[src/sv/eds_pkg.sv]
// Shared types and constants for the elevator disk request scheduler.
`timescale 1ns / 1ps
`default_nettype none

package eds_pkg;

  // Default sizes for the top-level parameters.
  localparam int QUEUE_DEPTH_DEF = 32;
  localparam int TRACK_BITS_DEF  = 16;

  // Fixed field widths of the transaction payloads.
  localparam int REQ_TRACK_W = 16;
  localparam int TAG_W       = 16;
  localparam int PCNT_W      = 6;

  // Kind of request carried by an input transaction.
  typedef enum logic {
    REQ_ADD      = 1'b0,
    REQ_DISPATCH = 1'b1
  } req_type_e;

  // Result status codes.
  typedef enum logic [1:0] {
    ST_ADDED      = 2'd0,
    ST_DISPATCHED = 2'd1,
    ST_EMPTY      = 2'd2,
    ST_FULL       = 2'd3
  } status_e;

  // Input transaction payload.
  typedef struct packed {
    req_type_e               req_type;
    logic [REQ_TRACK_W-1:0]  req_track;
    logic [TAG_W-1:0]        arrival_tag;
  } req_t;

  // Result transaction payload.
  typedef struct packed {
    status_e                 status;
    logic [REQ_TRACK_W-1:0]  out_track;
    logic [TAG_W-1:0]        out_tag;
    logic [PCNT_W-1:0]       pending_count;
    logic                    moving_down;
  } rsp_t;

  // Flags from the shared track comparator.
  typedef struct packed {
    logic lt;    // entry track below the key
    logic eq;    // entry track equal to the key
    logic eq_c;  // entry track equal to the current group track
  } cmp_t;

endpackage

`default_nettype wire

[src/sv/eds_ram.sv]
// Generic single-write, single-read RAM with registered read data.
`timescale 1ns / 1ps
`default_nettype none

module eds_ram #(
  parameter int WIDTH = 32,
  parameter int DEPTH = 32
) (
  input  wire logic                     clk_i,
  input  wire logic                     we_i,
  input  wire logic [$clog2(DEPTH)-1:0] waddr_i,
  input  wire logic [WIDTH-1:0]         wdata_i,
  input  wire logic [$clog2(DEPTH)-1:0] raddr_i,
  output logic [WIDTH-1:0]              rdata_o
);

  logic [WIDTH-1:0] mem_q [DEPTH];
  logic [WIDTH-1:0] rdata_q;

  // Write port and registered read port.
  always_ff @(posedge clk_i) begin
    if (we_i) begin
      mem_q[waddr_i] <= wdata_i;
    end
    rdata_q <= mem_q[raddr_i];
  end

  assign rdata_o = rdata_q;

endmodule

`default_nettype wire

[src/sv/eds_cmp.sv]
// Shared track comparator used by every search and insertion step.
`timescale 1ns / 1ps
`default_nettype none

module eds_cmp #(
  parameter int TW = 16
) (
  input  wire logic [TW-1:0] a_i,
  input  wire logic [TW-1:0] b_i,
  input  wire logic [TW-1:0] c_i,
  output eds_pkg::cmp_t      res_o
);

  import eds_pkg::*;

  // Magnitude compare against the key and equality against the group track.
  always_comb begin
    res_o.lt   = (a_i < b_i);
    res_o.eq   = (a_i == b_i);
    res_o.eq_c = (a_i == c_i);
  end

endmodule

`default_nettype wire

[src/sv/elevator_disk_request_scheduler_top.sv]
// Top level of the LOOK elevator disk request scheduler with its sequencer.
//
//  Channel   Handshake          Payload         Direction
//  --------  -----------------  --------------  ---------
//  request   start / busy       req_i (req_t)   in
//  result    done_o (strobe)    rsp_o (rsp_t)   out
//
// A request is taken when start is high and busy is low; its result appears
// with a one-cycle done_o strobe. A full add, an empty dispatch and an add
// into an empty queue finish in the accept cycle, with the result in the next.
// Other adds walk the sorted store downward one entry per cycle; a dispatch
// reads the highest entry, then makes a full scan and a compaction pass
// through the single RAM port pair.
// Reset is asynchronous; the store needs no clearing pass, since only the
// first count entries are ever read. The result side cannot stall.
`timescale 1ns / 1ps
`default_nettype none

module elevator_disk_request_scheduler_top #(
  parameter int QUEUE_DEPTH = eds_pkg::QUEUE_DEPTH_DEF,
  parameter int TRACK_BITS  = eds_pkg::TRACK_BITS_DEF
) (
  input  wire logic  clk_i,
  input  wire logic  rst_ni,
  input  wire logic  start,
  output logic       busy,
  input  wire eds_pkg::req_t req_i,
  output logic       done_o,
  output eds_pkg::rsp_t rsp_o
);

  import eds_pkg::*;

  localparam int TW = TRACK_BITS;
  localparam int CW = $clog2(QUEUE_DEPTH + 1);
  localparam int AW = $clog2(QUEUE_DEPTH);
  localparam int EW = TW + TAG_W;

  typedef enum logic [5:0] {
    S_IDLE  = 6'b000001,
    S_ADD   = 6'b000010,
    S_PUT   = 6'b000100,
    S_LAST  = 6'b001000,
    S_SCAN  = 6'b010000,
    S_SHIFT = 6'b100000
  } state_e;

  state_e          state_q, state_d;
  logic [CW-1:0]   count_q, count_d;
  logic [TW-1:0]   head_q, head_d;
  logic            dir_q, dir_d;
  logic            done_q, done_d;
  rsp_t            rsp_q, rsp_d;
  logic [CW-1:0]   idx_q, idx_d;
  logic [TW-1:0]   key_trk_q, key_trk_d;
  logic [TAG_W-1:0] key_tag_q, key_tag_d;
  logic            last_lt_q, last_lt_d;
  logic            first_gt_q, first_gt_d;
  logic            up_found_q, up_found_d;
  logic [CW-1:0]   up_pos_q, up_pos_d;
  logic [TW-1:0]   up_trk_q, up_trk_d;
  logic [TAG_W-1:0] up_tag_q, up_tag_d;
  logic            dn_found_q, dn_found_d;
  logic [CW-1:0]   dn_pos_q, dn_pos_d;
  logic [TW-1:0]   dn_trk_q, dn_trk_d;
  logic [TAG_W-1:0] dn_tag_q, dn_tag_d;

  logic            ram_we;
  logic [AW-1:0]   ram_waddr;
  logic [EW-1:0]   ram_wdata;
  logic [AW-1:0]   ram_raddr;
  logic [EW-1:0]   ram_rdata;
  logic [TW-1:0]   rd_trk;
  logic [TAG_W-1:0] rd_tag;

  logic [TW-1:0]   cmp_key;
  cmp_t            cmp;
  logic            cmp_gt;
  logic            cmp_le;

  logic [TW-1:0]   trk_in;
  logic [CW-1:0]   last_idx;
  logic [CW-1:0]   idx_inc;
  logic [CW-1:0]   idx_dec;
  logic [CW:0]     idx_inc2;
  logic [CW-1:0]   count_inc;
  logic [CW-1:0]   count_dec;
  logic            is_last;
  logic            first_gt_now;
  logic            dir_new;
  logic [CW-1:0]   sel_pos;
  logic [CW-1:0]   sel_pos_inc;
  logic [TW-1:0]   sel_trk;
  logic [TAG_W-1:0] sel_tag;

  // Sorted store of pending requests, track above tag.
  eds_ram #(
    .WIDTH (EW),
    .DEPTH (QUEUE_DEPTH)
  ) u_ram (
    .clk_i   (clk_i),
    .we_i    (ram_we),
    .waddr_i (ram_waddr),
    .wdata_i (ram_wdata),
    .raddr_i (ram_raddr),
    .rdata_o (ram_rdata)
  );

  assign rd_trk = ram_rdata[EW-1:TAG_W];
  assign rd_tag = ram_rdata[TAG_W-1:0];

  // The comparator sees the new track while inserting, the head otherwise.
  assign cmp_key = (state_q == S_ADD) ? key_trk_q : head_q;

  eds_cmp #(
    .TW (TW)
  ) u_cmp (
    .a_i   (rd_trk),
    .b_i   (cmp_key),
    .c_i   (dn_trk_q),
    .res_o (cmp)
  );

  assign cmp_gt = !cmp.lt && !cmp.eq;
  assign cmp_le = cmp.lt || cmp.eq;

  // Index arithmetic shared by the sequencer.
  assign trk_in      = TW'(req_i.req_track);
  assign last_idx    = count_q - 1'b1;
  assign idx_inc     = idx_q + 1'b1;
  assign idx_dec     = idx_q - 1'b1;
  assign idx_inc2    = {1'b0, idx_q} + (CW+1)'(2);
  assign count_inc   = count_q + 1'b1;
  assign count_dec   = count_q - 1'b1;
  assign is_last     = (idx_q == last_idx);
  assign sel_pos_inc = sel_pos + 1'b1;

  // Sequencer: insertion walk, dispatch scan and compaction pass.
  always_comb begin
    state_d    = state_q;
    count_d    = count_q;
    head_d     = head_q;
    dir_d      = dir_q;
    done_d     = 1'b0;
    rsp_d      = rsp_q;
    idx_d      = idx_q;
    key_trk_d  = key_trk_q;
    key_tag_d  = key_tag_q;
    last_lt_d  = last_lt_q;
    first_gt_d = first_gt_q;
    up_found_d = up_found_q;
    up_pos_d   = up_pos_q;
    up_trk_d   = up_trk_q;
    up_tag_d   = up_tag_q;
    dn_found_d = dn_found_q;
    dn_pos_d   = dn_pos_q;
    dn_trk_d   = dn_trk_q;
    dn_tag_d   = dn_tag_q;
    ram_we     = 1'b0;
    ram_waddr  = '0;
    ram_wdata  = '0;
    ram_raddr  = '0;
    first_gt_now = first_gt_q;
    dir_new    = dir_q;
    sel_pos    = up_pos_q;
    sel_trk    = up_trk_q;
    sel_tag    = up_tag_q;

    unique case (state_q)
      S_IDLE: begin
        if (start) begin
          if (req_i.req_type == REQ_ADD) begin
            if (count_q == CW'(QUEUE_DEPTH)) begin
              rsp_d.status    = ST_FULL;
              rsp_d.out_track = '0;
              rsp_d.out_tag   = '0;
              done_d          = 1'b1;
            end else if (count_q == '0) begin
              ram_we          = 1'b1;
              ram_waddr       = '0;
              ram_wdata       = {trk_in, req_i.arrival_tag};
              count_d         = count_inc;
              rsp_d.status    = ST_ADDED;
              rsp_d.out_track = '0;
              rsp_d.out_tag   = '0;
              done_d          = 1'b1;
            end else begin
              key_trk_d = trk_in;
              key_tag_d = req_i.arrival_tag;
              idx_d     = last_idx;
              ram_raddr = last_idx[AW-1:0];
              state_d   = S_ADD;
            end
          end else begin
            if (count_q == '0) begin
              rsp_d.status    = ST_EMPTY;
              rsp_d.out_track = '0;
              rsp_d.out_tag   = '0;
              done_d          = 1'b1;
            end else begin
              ram_raddr = last_idx[AW-1:0];
              state_d   = S_LAST;
            end
          end
        end
      end

      S_ADD: begin
        // Entries with a greater track move up by one slot.
        ram_we    = 1'b1;
        ram_waddr = idx_inc[AW-1:0];
        if (cmp_gt) begin
          ram_wdata = ram_rdata;
          if (idx_q == '0) begin
            state_d = S_PUT;
          end else begin
            idx_d     = idx_dec;
            ram_raddr = idx_dec[AW-1:0];
          end
        end else begin
          ram_wdata       = {key_trk_q, key_tag_q};
          count_d         = count_inc;
          rsp_d.status    = ST_ADDED;
          rsp_d.out_track = '0;
          rsp_d.out_tag   = '0;
          done_d          = 1'b1;
          state_d         = S_IDLE;
        end
      end

      S_PUT: begin
        // The new request goes in front of every stored one.
        ram_we          = 1'b1;
        ram_waddr       = '0;
        ram_wdata       = {key_trk_q, key_tag_q};
        count_d         = count_inc;
        rsp_d.status    = ST_ADDED;
        rsp_d.out_track = '0;
        rsp_d.out_tag   = '0;
        done_d          = 1'b1;
        state_d         = S_IDLE;
      end

      S_LAST: begin
        // The highest entry decides an upward turnaround.
        last_lt_d  = cmp.lt;
        idx_d      = '0;
        ram_raddr  = '0;
        up_found_d = 1'b0;
        dn_found_d = 1'b0;
        state_d    = S_SCAN;
      end

      S_SCAN: begin
        if (idx_q == '0) begin
          first_gt_d   = cmp_gt;
          first_gt_now = cmp_gt;
        end

        // Upward pick: first entry at or above the head, else the last one.
        if (!up_found_q && (!cmp.lt || is_last)) begin
          up_found_d = 1'b1;
          up_pos_d   = idx_q;
          up_trk_d   = rd_trk;
          up_tag_d   = rd_tag;
        end

        // Downward pick: oldest entry of the highest track at or below the head.
        if ((idx_q == '0) || (cmp_le && (!dn_found_q || !cmp.eq_c))) begin
          dn_pos_d = idx_q;
          dn_trk_d = rd_trk;
          dn_tag_d = rd_tag;
        end
        dn_found_d = dn_found_q || cmp_le;

        if (!is_last) begin
          idx_d     = idx_inc;
          ram_raddr = idx_inc[AW-1:0];
        end else begin
          dir_new = dir_q ? !first_gt_now : last_lt_q;
          if (dir_new) begin
            sel_pos = dn_pos_d;
            sel_trk = dn_trk_d;
            sel_tag = dn_tag_d;
          end else begin
            sel_pos = up_pos_d;
            sel_trk = up_trk_d;
            sel_tag = up_tag_d;
          end
          dir_d           = dir_new;
          head_d          = sel_trk;
          rsp_d.status    = ST_DISPATCHED;
          rsp_d.out_track = REQ_TRACK_W'(sel_trk);
          rsp_d.out_tag   = sel_tag;
          if (sel_pos == last_idx) begin
            count_d = count_dec;
            done_d  = 1'b1;
            state_d = S_IDLE;
          end else begin
            idx_d     = sel_pos;
            ram_raddr = sel_pos_inc[AW-1:0];
            state_d   = S_SHIFT;
          end
        end
      end

      S_SHIFT: begin
        // Close the gap left by the dispatched entry.
        ram_we    = 1'b1;
        ram_waddr = idx_q[AW-1:0];
        ram_wdata = ram_rdata;
        if (idx_inc2 < {1'b0, count_q}) begin
          idx_d     = idx_inc;
          ram_raddr = idx_inc2[AW-1:0];
        end else begin
          count_d = count_dec;
          done_d  = 1'b1;
          state_d = S_IDLE;
        end
      end

      default: begin
        state_d = S_IDLE;
      end
    endcase

    rsp_d.pending_count = PCNT_W'(count_d);
    rsp_d.moving_down   = dir_d;
  end

  // Control state.
  always_ff @(posedge clk_i or negedge rst_ni) begin
    if (!rst_ni) begin
      state_q <= S_IDLE;
      count_q <= '0;
      head_q  <= '0;
      dir_q   <= 1'b0;
      done_q  <= 1'b0;
    end else begin
      state_q <= state_d;
      count_q <= count_d;
      head_q  <= head_d;
      dir_q   <= dir_d;
      done_q  <= done_d;
    end
  end

  // Working registers and result payload.
  always_ff @(posedge clk_i) begin
    rsp_q      <= rsp_d;
    idx_q      <= idx_d;
    key_trk_q  <= key_trk_d;
    key_tag_q  <= key_tag_d;
    last_lt_q  <= last_lt_d;
    first_gt_q <= first_gt_d;
    up_found_q <= up_found_d;
    up_pos_q   <= up_pos_d;
    up_trk_q   <= up_trk_d;
    up_tag_q   <= up_tag_d;
    dn_found_q <= dn_found_d;
    dn_pos_q   <= dn_pos_d;
    dn_trk_q   <= dn_trk_d;
    dn_tag_q   <= dn_tag_d;
  end

  assign busy   = (state_q != S_IDLE);
  assign done_o = done_q;
  assign rsp_o  = rsp_q;

endmodule

`default_nettype wire

[config.mk]
export PLATFORM = sky130hd
export DESIGN_NAME = elevator_disk_request_scheduler_top
export DESIGN_NICKNAME = d
export VERILOG_FILES = /design/src/sv/eds_pkg.sv /design/src/sv/eds_ram.sv /design/src/sv/eds_cmp.sv /design/src/sv/elevator_disk_request_scheduler_top.sv
export SDC_FILE = /design/constraint.sdc
export NUM_CORES = 2
export LEC_CHECK = 0
export ABC_AREA = 0
export BUFFER_PORTS_ARGS = -buffer_cell sky130_fd_sc_hd__clkbuf_2
export CAP_MARGIN = 20
export CELL_PAD_IN_SITES_DETAIL_PLACEMENT = 0
export CELL_PAD_IN_SITES_GLOBAL_PLACEMENT = 1
export CORE_UTILIZATION = 52
export DETAILED_ROUTE_END_ITERATION = 8
export PLACE_DENSITY = 0.89
export SLEW_MARGIN = 5
export SYNTH_ARGS = -nofsm -noshare
export SYNTH_HDL_FRONTEND = slang
export SYNTH_SLANG_ARGS = --single-unit
[constraint.sdc]
create_clock -name clk_i -period 7.7 [get_ports clk_i]
set_input_delay 0.77 -clock clk_i [delete_from_list [all_inputs] [get_ports clk_i]]
set_output_delay 0.77 -clock clk_i [all_outputs]
set_load 0.01 [all_outputs]
==> summary.md <==
| Metric | Value |
|---|---|
| Max Slew Vio Count | `0` |
| CTS clk-pin slew, worst paths | `60 ps` |
| Share of cells above drive strength 1 | `11.7%` |
| Worst-Skew Late Latency | `720 ps` |
| Post-synthesis async set-or-reset flop share | `2.41%` |
| H-Tree Depth | `3` |
| Gate Count Post-Synth | `4001` |
| Crit path kind | `flip-flop to flip-flop` |
| Initial antenna violation count | `3` |
| Synthesized cell area | `51900 um2` |
| CTS Hold Bufs | `0` |
| Non-filler cells, final | `5462` |
| Combinational cell fraction of total power | `39.9%` |
| Antenna viol nets, final | `0` |
| Vias per cell | `6.32` |
| FP Rows | `115` |
| Fmax | `136 MHz` |
| DRT Wirelength | `142 mm` |
| Vias in the first global route | `32915` |
| Syn Area/Cell | `13.0 um2` |
| Slew HR | `22.3%` |
| Most frequent cells in the layout | `edfxtp_1, nand2_1, nor2_1` |
| Netlist cell types | `81` |
| Die Y | `318 um` |
| Sw Pwr | `9.71 mW` |
| Status | `completed` |
| Dpl hpwl | `83.7 mm` |
| Post-Syn Nets | `4068` |
| EDFF count, synth | `1176` |
| Sequential power share | `35.8%` |
| Worst path cell trace | `nor2_1 -> nand4b_1 -> buf_4 -> mux2i_1 -> ha_1 -> nand4_1 -> nor4_1 -> a21boi_0 -> o31a_1 -> a31o_2 -> buf_4 -> a211oi_1 -> o21bai_1 -> mux2_2 -> o21ai_2 -> nand2_1 -> o21ai_1 -> nor2_4 -> buf_4 -> a32o_1 -> a31oi_1 -> nand2_1` |
| Path category of the worst min-delay check | `input port to async pin` |
| FF+latch area | `36800 um2` |
| Synth Flop Type | `edfxtp_1` |
| Slew @ Worst Pin | `1160 ps` |
| Starting DRT DRC Count | `5206` |
| Worst EP arrival | `7870 ps` |
| Cell Int Power | `14.8 mW` |
| RD Place Congestion | `0.935` |
| Avg WL per Cell | `26.0 um` |
| Total number of vias | `34526` |
| Yosys warnings | `0` |
| Crit path max-delay cell type | `o21ai_1` |
| Multi-input gate area | `14100 um2` |
| Seq/Total Area, Yosys | `71.0%` |
| CTS Buffer Depth | `3` |
| Core area | `98600 um2` |
| Final worst setup slack | `350 ps` |
| CTS tree | `built` |
| Clock net sink count | `1245` |
| Final period util | `95.5%` |
| Total power | `24.5 mW` |
| Setup TNS | `0 ps` |
| RSZ-0062 raised after global routing | `false` |
| Clock root cell | `clkbuf_16` |
| Synthesis-to-finish area growth | `12.5%` |
| Most frequent cell on the critical path | `buf_4` |
| Largest net degree at the start of global routing | `83` |
| Crit-path max FO | `32` |
| Crit path launch type | `flip-flop` |
| Power density of the placed cells | `419 nW/um2` |
| Standby leakage power | `20.7 nW` |
| I/O pins | `79` |
| CP Capture Type | `flip-flop` |
| Num CTS Buffers | `120` |
| VDD IR max | `301 uV` |
| Switching part of the total | `39.7%` |
| Final Hold Vio Count | `0` |
| Worst Skew | `39.9 ps` |
| Fillcell total | `7387` |
| Initial Util | `52.6%` |
| Overall routing resource usage | `27.7%` |
| Final worst path period need | `7350 ps` |
| Die ar. | `101000 um2` |
| Post-synthesis sequential element count | `1245` |
| Pre-CTS setup slack | `557 ps` |
| Max Cap Viol | `0` |
| NumNets Final | `4136` |
| Die width | `318 um` |
| PortBufs | `78` |
| GRT overflow | `0` |
| Placed Cells incl. Taps | `5226` |
| TritonRoute pass-1 iters | `7` |
| Clk pwr share | `24.3%` |
| Drt drc | `0` |
| Req. time, crit path | `8220 ps` |
| Worst path max stage delay | `850 ps` |
| Endpoints failing setup | `0` |
| Most common cell after layout, fill and taps aside | `edfxtp_1` |
| First-pass GRT wire length | `210 mm` |
through the flow:
step                instance area (um2)  hold WS [ps]  utilization, %
floorplan                         51900           450               -
global placement                  54200           468            55.0
detailed placement                54200           479            55.0
CTS                               58200           145            59.1
global route                      58300           197            59.2
finish                            58300           148            59.2
power by group through the flow:
| stage | combinational [mW] | clock (mW) | sequential (mW) |
|---|---|---|---|
| floorplan | 6.28 | 0 | 8.62 |
| global placement | 9.33 | 0 | 8.87 |
| finish | 9.76 | 5.95 | 8.76 |
| detailed placement | 9.48 | 0 | 8.88 |
| CTS | 9.55 | 5.97 | 8.74 |
| global route | 10.5 | 6.22 | 8.79 |
cell usage after synthesis, types with 29 or more instances:
library cell,count,share of area [%]
nand3_1,130,1.3
a221oi_1,57,0.96
inv_1,62,0.45
nor3_1,89,0.86
nand4_1,39,0.47
dfxtp_1,39,1.5
dfrtp_1,29,1.4
ha_1,31,0.75
mux2_2,35,0.76
edfxtp_1,1176,68
a21oi_1,183,1.8
buf_2,100,0.96
mux2i_1,131,2.5
a222oi_1,32,0.62
a31oi_1,38,0.46
nor2_1,291,2.1
a22oi_1,39,0.56
o21ai_0,118,1.1
a211oi_1,68,0.98
clkbuf_1,129,0.93
nand2_1,857,6.2
flip-flops by register name (all words and copies together) (netlist names), 16 cells and up:
name,flops
up_trk_q,16
head_q,16
u_ram.mem_q,1024
up_tag_q,16
dn_tag_q,16
dn_trk_q,16
u_ram.rdata_o,32
rsp_o,41
key_trk_q,16
key_tag_q,16
critical path: cells and delay by family (launching register included):
| kind | cells | cell delay, ps |
|---|---|---|
| adders and majority gates | 1 | 340 |
| buffers and inverters | 3 | 1040 |
| AOI/OAI and AO/OA | 9 | 3170 |
| and+or+nand+nor | 7 | 1570 |
| DFF | 1 | 560 |
| muxes | 2 | 460 |
path summary, 6_finish.rpt:
check	start	to	slack [ps]	depth (start not counted)
min reg2reg	head_q[0]$_DFFE_PN0P_	head_q[0]$_DFFE_PN0P_	490	2
min	rst_ni	count_q[5]$_DFF_PN0_	150	1
max	state_q[0]$_DFFE_PN1P_	u_ram.rdata_o[26]$_DFF_P_	350	22
min in group clk_i	req_i[12]	key_tag_q[12]$_DFFE_PP_	250	1
max reg2reg	state_q[0]$_DFFE_PN1P_	u_ram.rdata_o[26]$_DFF_P_	350	22
max in group asynchronous	rst_ni	head_q[2]$_DFFE_PN0P_	7040	1
logic make-up (layout without fill, tap and decap cells):
family | count (synthesis) | count (layout) | share of synthesized area, %
flip-flops | 1245 | 1245 | 71.0
AND/OR/NAND/NOR | 1476 | 1476 | 11.8
multiplexers | 166 | 166 | 3.29
XOR/XNOR | 42 | 42 | 0.777
buffers and inverters | 314 | 487 | 2.58
AO/OA/AOI/OAI | 727 | 727 | 9.76
other | 0 | 1 | 0
adder cells (fa/ha/maj) | 31 | 31 | 0.748
timing repair:
action / 4_1_cts / 5_1_grt
buffers inserted: 0 / 5
setup endpoints to repair: 0 / 1
endpoints found under the hold margin: 0 / 0
gates resized for setup: 0 / 0
area by class of cell:
cell class | count | area share (%)
Antenna cell | 1 | 0.00429
Clock buffer | 164 | 5.73
Clock inverter | 63 | 1.13
Inverter | 63 | 0.407
Multi-Input combinational cell | 2442 | 24.2
Sequential cell | 1245 | 63.2
Tap cell | 1287 | 2.76
Timing Repair Buffer | 197 | 2.59
layer usage:
layer  up-vias  global-route usage, %  part of all wire (%)
met3       346                   5.61                    12
li1      15111                      -                     -
met5         -                      0                0.0091
met2      2180                   43.3                    46
met4         2                   10.8                   4.0
met1     16887                   38.4                    38
(Power assumes the default switching activity.)
